### config.mk
export PLATFORM = sky130hd
export DESIGN_NAME = pressure_temp_compensation
export DESIGN_NICKNAME = d
export VERILOG_FILES = /design/src/rtl/core/ptc_pkg.sv /design/src/rtl/core/ptc_csr.sv /design/src/rtl/core/ptc_dp.sv /design/src/rtl/core/ptc_ctrl.sv /design/src/rtl/core/pressure_temp_compensation.sv
export SDC_FILE = /design/constraint.sdc
export NUM_CORES = 2
export LEC_CHECK = 0
export ABC_CLOCK_PERIOD_IN_PS = 20300
export BUFFER_PORTS_ARGS = -buffer_cell sky130_fd_sc_hd__buf_2
export CAP_MARGIN = 25
export CORE_UTILIZATION = 41
export DETAILED_ROUTE_END_ITERATION = 12
export PLACE_DENSITY = 0.54
export SLEW_MARGIN = 30
export SYNTH_ARGS = -nofsm -noshare
export SYNTH_HDL_FRONTEND = slang
export SYNTH_SLANG_ARGS = --single-unit
### constraint.sdc
create_clock -name clock -period 20.3 [get_ports clock]
set_input_delay 3.045 -clock clock [delete_from_list [all_inputs] [get_ports clock]]
set_output_delay 3.045 -clock clock [all_outputs]
set_load 0.05 [all_outputs]
### src/rtl/core/ptc_pkg.sv
// Shared types and constants for the pressure/temperature compensation block.
// Used by the register file, the controller, the datapath and the top level.
// No dependencies.
package ptc_pkg;

   // Field widths
   localparam int RAW_W   = 24;
   localparam int COEF_W  = 16;
   localparam int RES_OUT_W = 23;
   localparam int CSR_AW  = 5;
   localparam int CSR_DW  = 32;

   // Internal datapath widths
   localparam int DT_W    = 25;   // temperature difference, signed
   localparam int MB_W    = 18;   // multiplier B operand, signed
   localparam int PROD_W  = DT_W + MB_W;
   localparam int OFF_W   = 36;
   localparam int SENS_W  = 35;
   localparam int ACC_W   = 60;
   localparam int RES_W   = 41;

   // Scaling shifts (powers of two from the calibration formulas)
   localparam int TREF_SH     = 8;
   localparam int TEMPSENS_SH = 23;
   localparam int OFF_SH      = 17;
   localparam int TCO_SH      = 6;
   localparam int SENS_SH     = 16;
   localparam int TCS_SH      = 7;
   localparam int PRESS_SH    = 21;
   localparam int OUT_SH      = 15;
   localparam int SPLIT_SH    = 17;  // sens split for the narrow multiplier

   localparam logic signed [ACC_W-1:0] TEMP_BASE = 60'sd2000;
   localparam logic signed [RES_W-1:0] RES_MIN   = -41'sd4194304;
   localparam logic signed [RES_W-1:0] RES_MAX   = 41'sd4194303;

   // Register indexes
   localparam logic [2:0] REG_SENS     = 3'd0;
   localparam logic [2:0] REG_OFF      = 3'd1;
   localparam logic [2:0] REG_TCS      = 3'd2;
   localparam logic [2:0] REG_TCO      = 3'd3;
   localparam logic [2:0] REG_TREF     = 3'd4;
   localparam logic [2:0] REG_TEMPSENS = 3'd5;

   // Reading kinds
   localparam logic KIND_TEMP  = 1'b0;
   localparam logic KIND_PRESS = 1'b1;

   typedef struct packed {
      logic [COEF_W-1:0] sens;
      logic [COEF_W-1:0] off;
      logic [COEF_W-1:0] tcs;
      logic [COEF_W-1:0] tco;
      logic [COEF_W-1:0] tref;
      logic [COEF_W-1:0] tempsens;
   } coef_type;

   typedef enum logic [2:0] {
      MUL_TEMPSENS,
      MUL_TCO,
      MUL_TCS,
      MUL_RAW_LO,
      MUL_RAW_HI
   } mul_sel_type;

   typedef enum logic [2:0] {
      STEP_NONE,
      STEP_TEMP,
      STEP_OFF,
      STEP_SENS,
      STEP_ACC_LO,
      STEP_ACC_HI,
      STEP_SUB,
      STEP_SCALE
   } step_type;

   typedef struct packed {
      logic        load;
      logic        mul_en;
      mul_sel_type mul_sel;
      step_type    step;
      logic        out_load;
   } cmd_type;

   typedef enum logic [3:0] {
      ST_IDLE,
      ST_T_MUL,
      ST_T_SUM,
      ST_P_MUL_TCO,
      ST_P_OFF,
      ST_P_SENS,
      ST_P_MUL_LO,
      ST_P_MUL_HI,
      ST_P_ACC,
      ST_P_SUB,
      ST_P_SCALE,
      ST_DONE
   } state_type;

   // Signed divide by 2**k, truncating toward zero
   function automatic logic signed [ACC_W-1:0] trunc_shift(
      input logic signed [ACC_W-1:0] x,
      input int unsigned             k
   );
      logic signed [ACC_W-1:0] bias;
      bias = x[ACC_W-1] ? ((60'sd1 <<< k) - 60'sd1) : '0;
      return (x + bias) >>> k;
   endfunction

endpackage

### src/rtl/core/ptc_csr.sv
// Calibration coefficient registers behind the APB-style configuration port.
// Depends on ptc_pkg.
module ptc_csr (
   input  logic                        clock,
   input  logic                        reset,
   input  logic                        csr_psel,
   input  logic                        csr_penable,
   input  logic                        csr_pwrite,
   input  logic [ptc_pkg::CSR_AW-1:0]  csr_paddr,
   input  logic [ptc_pkg::CSR_DW-1:0]  csr_pwdata,
   output logic [ptc_pkg::CSR_DW-1:0]  csr_prdata,
   output logic                        csr_pready,
   output ptc_pkg::coef_type           coef
);

   ptc_pkg::coef_type coef_ff, coef_in;
   logic [2:0]        reg_idx;
   logic              wr_en;

   assign reg_idx    = csr_paddr[4:2];
   assign wr_en      = csr_psel & csr_penable & csr_pwrite;
   assign csr_pready = 1'b1;
   assign coef       = coef_ff;

   // Write decode
   always_comb begin
      coef_in = coef_ff;
      if (wr_en) begin
         unique case (reg_idx)
            ptc_pkg::REG_SENS:     coef_in.sens     = csr_pwdata[15:0];
            ptc_pkg::REG_OFF:      coef_in.off      = csr_pwdata[15:0];
            ptc_pkg::REG_TCS:      coef_in.tcs      = csr_pwdata[15:0];
            ptc_pkg::REG_TCO:      coef_in.tco      = csr_pwdata[15:0];
            ptc_pkg::REG_TREF:     coef_in.tref     = csr_pwdata[15:0];
            ptc_pkg::REG_TEMPSENS: coef_in.tempsens = csr_pwdata[15:0];
            default: ;
         endcase
      end
   end

   always_ff @(posedge clock) begin
      if (reset) begin
         coef_ff <= '0;
      end else begin
         coef_ff <= coef_in;
      end
   end

   // Read decode
   always_comb begin
      unique case (reg_idx)
         ptc_pkg::REG_SENS:     csr_prdata = {16'h0, coef_ff.sens};
         ptc_pkg::REG_OFF:      csr_prdata = {16'h0, coef_ff.off};
         ptc_pkg::REG_TCS:      csr_prdata = {16'h0, coef_ff.tcs};
         ptc_pkg::REG_TCO:      csr_prdata = {16'h0, coef_ff.tco};
         ptc_pkg::REG_TREF:     csr_prdata = {16'h0, coef_ff.tref};
         ptc_pkg::REG_TEMPSENS: csr_prdata = {16'h0, coef_ff.tempsens};
         default:               csr_prdata = '0;
      endcase
   end

endmodule

### src/rtl/core/ptc_dp.sv
// Compensation datapath: one shared 25x18 signed multiplier, working registers,
// kept temperature difference and the result register. Depends on ptc_pkg.
module ptc_dp (
   input  logic                            clock,
   input  logic                            reset,
   input  ptc_pkg::cmd_type                cmd,
   input  ptc_pkg::coef_type               coef,
   input  logic                            in_kind,
   input  logic [ptc_pkg::RAW_W-1:0]       in_raw,
   output logic                            out_kind,
   output logic [ptc_pkg::RES_OUT_W-1:0]   out_value
);

   logic [ptc_pkg::RAW_W-1:0]               raw_ff, raw_in;
   logic                                    kind_ff, kind_in;
   logic signed [ptc_pkg::DT_W-1:0]         dt_ff, dt_in;
   logic signed [ptc_pkg::PROD_W-1:0]       prod_ff, prod_in;
   logic signed [ptc_pkg::OFF_W-1:0]        off_ff, off_in;
   logic signed [ptc_pkg::SENS_W-1:0]       sens_ff, sens_in;
   logic signed [ptc_pkg::ACC_W-1:0]        acc_ff, acc_in;
   logic signed [ptc_pkg::RES_W-1:0]        res_ff, res_in;
   logic                                    okind_ff, okind_in;
   logic [ptc_pkg::RES_OUT_W-1:0]           oval_ff, oval_in;

   logic [ptc_pkg::DT_W:0]                  dt_calc;
   logic signed [ptc_pkg::DT_W-1:0]         mul_a;
   logic signed [ptc_pkg::MB_W-1:0]         mul_b;
   logic signed [ptc_pkg::ACC_W-1:0]        prod_x;
   logic signed [ptc_pkg::ACC_W-1:0]        wide_t;
   logic signed [ptc_pkg::ACC_W-1:0]        base_t;
   logic signed [ptc_pkg::RES_W-1:0]        clamped;

   // Difference to the reference reading, in range of 25 signed bits
   assign dt_calc = {2'b00, in_raw} - {2'b00, coef.tref, 8'h00};
   assign prod_x  = ptc_pkg::ACC_W'(prod_ff);

   // Shared multiplier operand select
   always_comb begin
      mul_a = $signed({1'b0, raw_ff});
      mul_b = '0;
      case (cmd.mul_sel)
         ptc_pkg::MUL_TEMPSENS: begin
            mul_a = dt_ff;
            mul_b = $signed({2'b00, coef.tempsens});
         end
         ptc_pkg::MUL_TCO: begin
            mul_a = dt_ff;
            mul_b = $signed({2'b00, coef.tco});
         end
         ptc_pkg::MUL_TCS: begin
            mul_a = dt_ff;
            mul_b = $signed({2'b00, coef.tcs});
         end
         ptc_pkg::MUL_RAW_LO: mul_b = $signed({1'b0, sens_ff[16:0]});
         ptc_pkg::MUL_RAW_HI: mul_b = sens_ff[ptc_pkg::SENS_W-1:ptc_pkg::SPLIT_SH];
         default: ;
      endcase
   end

   assign prod_in = cmd.mul_en ? mul_a * mul_b : prod_ff;

   // Input capture and kept difference
   always_comb begin
      raw_in  = raw_ff;
      kind_in = kind_ff;
      dt_in   = dt_ff;
      if (cmd.load) begin
         raw_in  = in_raw;
         kind_in = in_kind;
         if (in_kind == ptc_pkg::KIND_TEMP) begin
            dt_in = $signed(dt_calc[ptc_pkg::DT_W-1:0]);
         end
      end
   end

   // Sequenced arithmetic steps
   always_comb begin
      off_in  = off_ff;
      sens_in = sens_ff;
      acc_in  = acc_ff;
      res_in  = res_ff;
      wide_t  = '0;
      base_t  = '0;
      case (cmd.step)
         ptc_pkg::STEP_TEMP: begin
            wide_t = ptc_pkg::trunc_shift(prod_x, ptc_pkg::TEMPSENS_SH);
            res_in = ptc_pkg::RES_W'(wide_t + ptc_pkg::TEMP_BASE);
         end
         ptc_pkg::STEP_OFF: begin
            base_t = $signed({44'h0, coef.off}) <<< ptc_pkg::OFF_SH;
            wide_t = ptc_pkg::trunc_shift(prod_x, ptc_pkg::TCO_SH);
            off_in = ptc_pkg::OFF_W'(base_t + wide_t);
         end
         ptc_pkg::STEP_SENS: begin
            base_t  = $signed({44'h0, coef.sens}) <<< ptc_pkg::SENS_SH;
            wide_t  = ptc_pkg::trunc_shift(prod_x, ptc_pkg::TCS_SH);
            sens_in = ptc_pkg::SENS_W'(base_t + wide_t);
         end
         ptc_pkg::STEP_ACC_LO: acc_in = prod_x;
         ptc_pkg::STEP_ACC_HI: acc_in = acc_ff + (prod_x <<< ptc_pkg::SPLIT_SH);
         ptc_pkg::STEP_SUB: begin
            wide_t = ptc_pkg::trunc_shift(acc_ff, ptc_pkg::PRESS_SH);
            res_in = ptc_pkg::RES_W'(wide_t - ptc_pkg::ACC_W'(off_ff));
         end
         ptc_pkg::STEP_SCALE: begin
            wide_t = ptc_pkg::trunc_shift(ptc_pkg::ACC_W'(res_ff), ptc_pkg::OUT_SH);
            res_in = ptc_pkg::RES_W'(wide_t);
         end
         default: ;
      endcase
   end

   // Saturate into the output field
   always_comb begin
      if (res_ff < ptc_pkg::RES_MIN) begin
         clamped = ptc_pkg::RES_MIN;
      end else if (res_ff > ptc_pkg::RES_MAX) begin
         clamped = ptc_pkg::RES_MAX;
      end else begin
         clamped = res_ff;
      end
   end

   assign okind_in = cmd.out_load ? kind_ff : okind_ff;
   assign oval_in  = cmd.out_load ? clamped[ptc_pkg::RES_OUT_W-1:0] : oval_ff;

   // Kept state
   always_ff @(posedge clock) begin
      if (reset) begin
         dt_ff <= '0;
      end else begin
         dt_ff <= dt_in;
      end
   end

   // Payload registers
   always_ff @(posedge clock) begin
      raw_ff   <= raw_in;
      kind_ff  <= kind_in;
      prod_ff  <= prod_in;
      off_ff   <= off_in;
      sens_ff  <= sens_in;
      acc_ff   <= acc_in;
      res_ff   <= res_in;
      okind_ff <= okind_in;
      oval_ff  <= oval_in;
   end

   assign out_kind  = okind_ff;
   assign out_value = oval_ff;

endmodule

### src/rtl/core/ptc_ctrl.sv
// Sequencer for the compensation datapath and the result handshake.
// Depends on ptc_pkg.
module ptc_ctrl (
   input  logic              clock,
   input  logic              reset,
   input  logic              req_tvalid,
   input  logic              req_kind,
   output logic              req_tready,
   output logic              rsp_tvalid,
   input  logic              rsp_tready,
   output ptc_pkg::cmd_type  cmd
);

   ptc_pkg::state_type state_ff, state_in;
   logic               rvalid_ff, rvalid_in;
   logic               out_free;

   assign out_free = ~rvalid_ff | rsp_tready;

   // Next state
   always_comb begin
      state_in = state_ff;
      unique case (state_ff)
         ptc_pkg::ST_IDLE: begin
            if (req_tvalid) begin
               state_in = (req_kind == ptc_pkg::KIND_PRESS) ? ptc_pkg::ST_P_MUL_TCO
                                                            : ptc_pkg::ST_T_MUL;
            end
         end
         ptc_pkg::ST_T_MUL:     state_in = ptc_pkg::ST_T_SUM;
         ptc_pkg::ST_T_SUM:     state_in = ptc_pkg::ST_DONE;
         ptc_pkg::ST_P_MUL_TCO: state_in = ptc_pkg::ST_P_OFF;
         ptc_pkg::ST_P_OFF:     state_in = ptc_pkg::ST_P_SENS;
         ptc_pkg::ST_P_SENS:    state_in = ptc_pkg::ST_P_MUL_LO;
         ptc_pkg::ST_P_MUL_LO:  state_in = ptc_pkg::ST_P_MUL_HI;
         ptc_pkg::ST_P_MUL_HI:  state_in = ptc_pkg::ST_P_ACC;
         ptc_pkg::ST_P_ACC:     state_in = ptc_pkg::ST_P_SUB;
         ptc_pkg::ST_P_SUB:     state_in = ptc_pkg::ST_P_SCALE;
         ptc_pkg::ST_P_SCALE:   state_in = ptc_pkg::ST_DONE;
         ptc_pkg::ST_DONE: begin
            if (out_free) begin
               state_in = ptc_pkg::ST_IDLE;
            end
         end
         default:               state_in = ptc_pkg::ST_IDLE;
      endcase
   end

   // Command outputs
   always_comb begin
      cmd         = '0;
      cmd.mul_sel = ptc_pkg::MUL_TEMPSENS;
      cmd.step    = ptc_pkg::STEP_NONE;
      req_tready  = 1'b0;
      unique case (state_ff)
         ptc_pkg::ST_IDLE: begin
            req_tready = 1'b1;
            cmd.load   = req_tvalid;
         end
         ptc_pkg::ST_T_MUL: begin
            cmd.mul_en  = 1'b1;
            cmd.mul_sel = ptc_pkg::MUL_TEMPSENS;
         end
         ptc_pkg::ST_T_SUM:     cmd.step = ptc_pkg::STEP_TEMP;
         ptc_pkg::ST_P_MUL_TCO: begin
            cmd.mul_en  = 1'b1;
            cmd.mul_sel = ptc_pkg::MUL_TCO;
         end
         ptc_pkg::ST_P_OFF: begin
            cmd.step    = ptc_pkg::STEP_OFF;
            cmd.mul_en  = 1'b1;
            cmd.mul_sel = ptc_pkg::MUL_TCS;
         end
         ptc_pkg::ST_P_SENS:    cmd.step = ptc_pkg::STEP_SENS;
         ptc_pkg::ST_P_MUL_LO: begin
            cmd.mul_en  = 1'b1;
            cmd.mul_sel = ptc_pkg::MUL_RAW_LO;
         end
         ptc_pkg::ST_P_MUL_HI: begin
            cmd.step    = ptc_pkg::STEP_ACC_LO;
            cmd.mul_en  = 1'b1;
            cmd.mul_sel = ptc_pkg::MUL_RAW_HI;
         end
         ptc_pkg::ST_P_ACC:     cmd.step = ptc_pkg::STEP_ACC_HI;
         ptc_pkg::ST_P_SUB:     cmd.step = ptc_pkg::STEP_SUB;
         ptc_pkg::ST_P_SCALE:   cmd.step = ptc_pkg::STEP_SCALE;
         ptc_pkg::ST_DONE:      cmd.out_load = out_free;
         default: ;
      endcase
   end

   // Result valid flag
   always_comb begin
      rvalid_in = rvalid_ff;
      if (rsp_tready) begin
         rvalid_in = 1'b0;
      end
      if (state_ff == ptc_pkg::ST_DONE && out_free) begin
         rvalid_in = 1'b1;
      end
   end

   always_ff @(posedge clock) begin
      if (reset) begin
         state_ff  <= ptc_pkg::ST_IDLE;
         rvalid_ff <= 1'b0;
      end else begin
         state_ff  <= state_in;
         rvalid_ff <= rvalid_in;
      end
   end

   assign rsp_tvalid = rvalid_ff;

endmodule

### src/rtl/core/pressure_temp_compensation.sv
// Barometric sensor first-order compensation. Raw 24-bit readings enter on the
// req_ stream tagged by tuser (0 temperature, 1 pressure) and each produces one
// result on the rsp_ stream. Pressure takes longer than temperature from accept
// to the next ready because the sequencer uses the single shared 25x18
// multiplier once for temperature and four times for pressure (the 35-bit
// sensitivity is applied in two halves, low then high).
// A finished result sits in an output register, so the next reading is taken
// while it waits. The six coefficients are written through the csr_ port at
// byte addresses 0, 4, ..., 20 and must only change while the block is idle.
// Depends on ptc_pkg, ptc_csr, ptc_ctrl and ptc_dp.
module pressure_temp_compensation (
   input  logic                        clock,
   input  logic                        reset,
   // input stream
   input  logic                        req_tvalid,
   output logic                        req_tready,
   input  logic [23:0]                 req_tdata,   // [23:0] raw_value
   input  logic                        req_tuser,   // [0] action
   // result stream
   output logic                        rsp_tvalid,
   input  logic                        rsp_tready,
   output logic [23:0]                 rsp_tdata,   // [22:0] result_value, [23] zero
   output logic                        rsp_tuser,   // [0] kind
   // configuration port
   input  logic                        csr_psel,
   input  logic                        csr_penable,
   input  logic                        csr_pwrite,
   input  logic [ptc_pkg::CSR_AW-1:0]  csr_paddr,
   input  logic [ptc_pkg::CSR_DW-1:0]  csr_pwdata,
   output logic [ptc_pkg::CSR_DW-1:0]  csr_prdata,
   output logic                        csr_pready
);

   ptc_pkg::coef_type               coef;
   ptc_pkg::cmd_type                cmd;
   logic [ptc_pkg::RES_OUT_W-1:0]   result_value;

   ptc_csr u_csr (
      .clock       (clock),
      .reset       (reset),
      .csr_psel    (csr_psel),
      .csr_penable (csr_penable),
      .csr_pwrite  (csr_pwrite),
      .csr_paddr   (csr_paddr),
      .csr_pwdata  (csr_pwdata),
      .csr_prdata  (csr_prdata),
      .csr_pready  (csr_pready),
      .coef        (coef)
   );

   ptc_ctrl u_ctrl (
      .clock      (clock),
      .reset      (reset),
      .req_tvalid (req_tvalid),
      .req_kind   (req_tuser),
      .req_tready (req_tready),
      .rsp_tvalid (rsp_tvalid),
      .rsp_tready (rsp_tready),
      .cmd        (cmd)
   );

   ptc_dp u_dp (
      .clock     (clock),
      .reset     (reset),
      .cmd       (cmd),
      .coef      (coef),
      .in_kind   (req_tuser),
      .in_raw    (req_tdata),
      .out_kind  (rsp_tuser),
      .out_value (result_value)
   );

   assign rsp_tdata = {1'b0, result_value};

endmodule

==> results.cfg <==
[finish]
syn_to_final_growth_pct = 9.25
postLayoutCellArea_um2 = 44900
nets = 5421
seq_area_um2 = 10400
multiInputGateArea_um2 = 27900
fillCellCount = 9672
drive_gt1_share_pct = 7.59

[grt]
grt_max_degree = 82
grt_first_pass_wirelength_um = 196000
antenna_found_initial = 1
grt_pass1_vias = 32200
grt_usage_pct = 25.4
overflow = 0

[critical_path]
rrSetupSlack_ps = 10250
path_class = reg -> reg
critical_path_required_ps = 20660
slowest_delay_ps = 790
start_kind = flip-flop
critPathMaxFanout = 52
crit_start = u_ctrl.state_ff[2]
path_common_cell = fa_1
end_kind = flip-flop
slowest_stage = dfxtp_1
cp.arrival_ps = 10400
r2r-end = u_dp.prod_ff[41]
worstReg2RegStart = u_ctrl.state_ff[2]
worstRegToRegCells = 30

[outcome]
outcome = finished, final reports clean

[clock_tree]
cts.sinks = 389
ctsHoldBuffers = 0
cts_tree = yes
clock_latency_ps = 620
postCtsSetupBuffers = 0
cts_resized = 0
cts-htree-levels = 2
cts_inserted_buffers = 47
root_buffer = clkbuf_16
clk_path_buf_depth = 3
cts.clk_slew.worst_paths_ps = 60

[detailed_routing]
via_per_inst = 5.44
drt-total-wl_um = 129000
drcViolationCount = 0
drt_iter0_drc = 2482
postRouteAntennaNets = 0
vias = 32300
drtPass1Iterations = 5
wl_per_cell_um = 21.6

[placement]
port-buffer-count = 92
place_congestion = 0.941
post_dp_cell_area_um2 = 43300
dp.final_hpwl_um = 99300

[yosys]
synth_common_cells = nand2_1, inv_1, fa_1, nor2_1, ha_1
synth.most_common_cell = nand2_1
syn_inst = 4558
synth_area_per_cell_um2 = 9.02
yosys.area.top_type_share_pct = 21.7
synth_seq_area_share_pct = 25.3
synth-edff-count = 263
ys_ff_latch = 389
ys.flop_type = edfxtp_1
netlist_area_um2 = 41100
synth_async_sr_flop_share_pct = 0
yosys.area.top_type = fa_1
ys_top_cells_by_area = fa_1, edfxtp_1, ha_1
synth.distinct_cells = 88
synth-warning-count = 0

[power]
powerDensity_nw_per_um2 = 62.1
vdd_ir_drop_max_mv = 0.0821
power.leakage_uw = 0.0196

[min_path]
worstHoldEndpoint = u_dp.dt_ff[16]
hp-class = reg -> reg
min_path_cells = 2
min_from = u_dp.dt_ff[16]

[sta]
final.min_clock_period_ps = 10050
fin_setup_tns_ps = 0
hold_viol_final = 0
rsz0062_at_grt = false
fin_skew_ps = 17.6
drv_slew = 0
setup_viol = 0
fin_crit_sh_pct = 49.5
worst_slew_pin_slew_ps = 1020
fmax_ghz = 0.0995
slew-limit-headroom_pct = 31.2

[floorplanning]
fp-row-count = 115
fp.dieW_um = 319
die_h_um = 319
start_util_pct = 41.6
die_area_um2 = 102000
io_pins = 129
core_area_um2 = 98900

[flow_run]
drv_cap = 0
==> flip-flops by register name, indices dropped and copies added, names as in the netlist, 24 cells and up <==
| signal | count |
|---|---|
| u_dp.sens_ff | 35 |
| u_csr.coef | 96 |
| u_dp.off_ff | 36 |
| u_dp.raw_ff | 24 |
| u_dp.res_ff | 40 |
| u_dp.prod_ff | 43 |
| u_dp.dt_ff | 25 |
| u_dp.acc_ff | 60 |
==> worst max-delay path, delay by kind of cell (launching register included) <==
| kind | cells | cell delay [ps] |
|---|---|---|
| compound gates | 8 | 2840 |
| fa+ha+maj | 7 | 3470 |
| buf+inv | 8 | 1360 |
| flops | 1 | 790 |
| simple gates | 7 | 1280 |
==> worst max path at each step <==
| stage | end | slack (ps) | cells past startpoint |
|---|---|---|---|
| floorplan | u_dp.prod_ff[42] | 11050 | 30 |
| finish | u_dp.prod_ff[41] | 10250 | 30 |
| global route | u_dp.prod_ff[41] | 9750 | 30 |
| CTS | u_dp.prod_ff[41] | 10210 | 30 |
| global placement | u_dp.prod_ff[41] | 10300 | 30 |
| detailed placement | u_dp.prod_ff[41] | 10230 | 30 |
==> where the power goes <==
part / internal [µW] / switching [µW] / total, µW
combinational: 315 / 530 / 845
sequential: 958 / 111 / 1070
clock: 506 / 369 / 875
total: 1780 / 1010 / 2790
==> kinds of logic (layout without fill, tap and decap cells) <==
group	count (synthesis)	after routing	synth area share (%)
compound gates	836	836	13.3
buf+inv	817	891	7.65
simple gates	1420	1420	15.2
other cells	2	20	0.0183
flops	389	389	25.3
xor+xnor	305	305	6.50
mux	49	49	1.27
fa+ha+maj	740	740	30.7
==> metrics by stage <==
step           util (%)  hold WS (ps)  setup slack [ps]  total power (µW)  std cells
2_1_floorplan         -           400             11050              1640       4575
3_3_place_gp       43.8           454             10300              1910       5849
3_5_place_dp       43.8           459             10230              1920       5850
4_1_cts            45.4           466             10210              2800       5936
5_1_grt            45.4           482              9750              2930       5936
6_report           45.4           465             10250              2790       5937
==> cells in the final DEF (no fill, tap or decap), drive strengths merged, types with 12 or more instances in the layout <==
master / instances
nand3: 102
xor2: 113
or2: 22
a21oi: 265
nor3: 59
o21ai: 146
a21o: 86
edfxtp: 263
a31oi: 25
clkinv: 14
clkbuf: 65
o21bai: 27
a211oi: 20
and4: 14
nand4: 22
a22oi: 75
buf: 173
mux2i: 25
a221oi: 18
ha: 294
xnor2: 192
mux2: 24
o211ai: 16
and2: 42
o21a: 42
nand2: 639
conb: 19
nor2: 372
fa: 446
inv: 637
nor4: 12
and3: 42
nand2b: 40
dfxtp: 126
nor2b: 28
==> area by class of cell <==
class	instances	share of cell area, %
timing repair buffer	173	2.38
clock buffer	65	3.09
inverter	632	5.28
sequential	389	23.2
tap	1287	3.59
multi-input combinational	3369	62.0
clock inverter	21	0.409
antenna	1	0.00557
==> metal layers <==
metal	GRT usage (%)	wire length [µm]
met1	34.1	56100
met4	10.3	5450
met3	3.71	7940
met5	0	0
met2	41.1	59100
No activity file was read; power rests on OpenSTA's default activity.
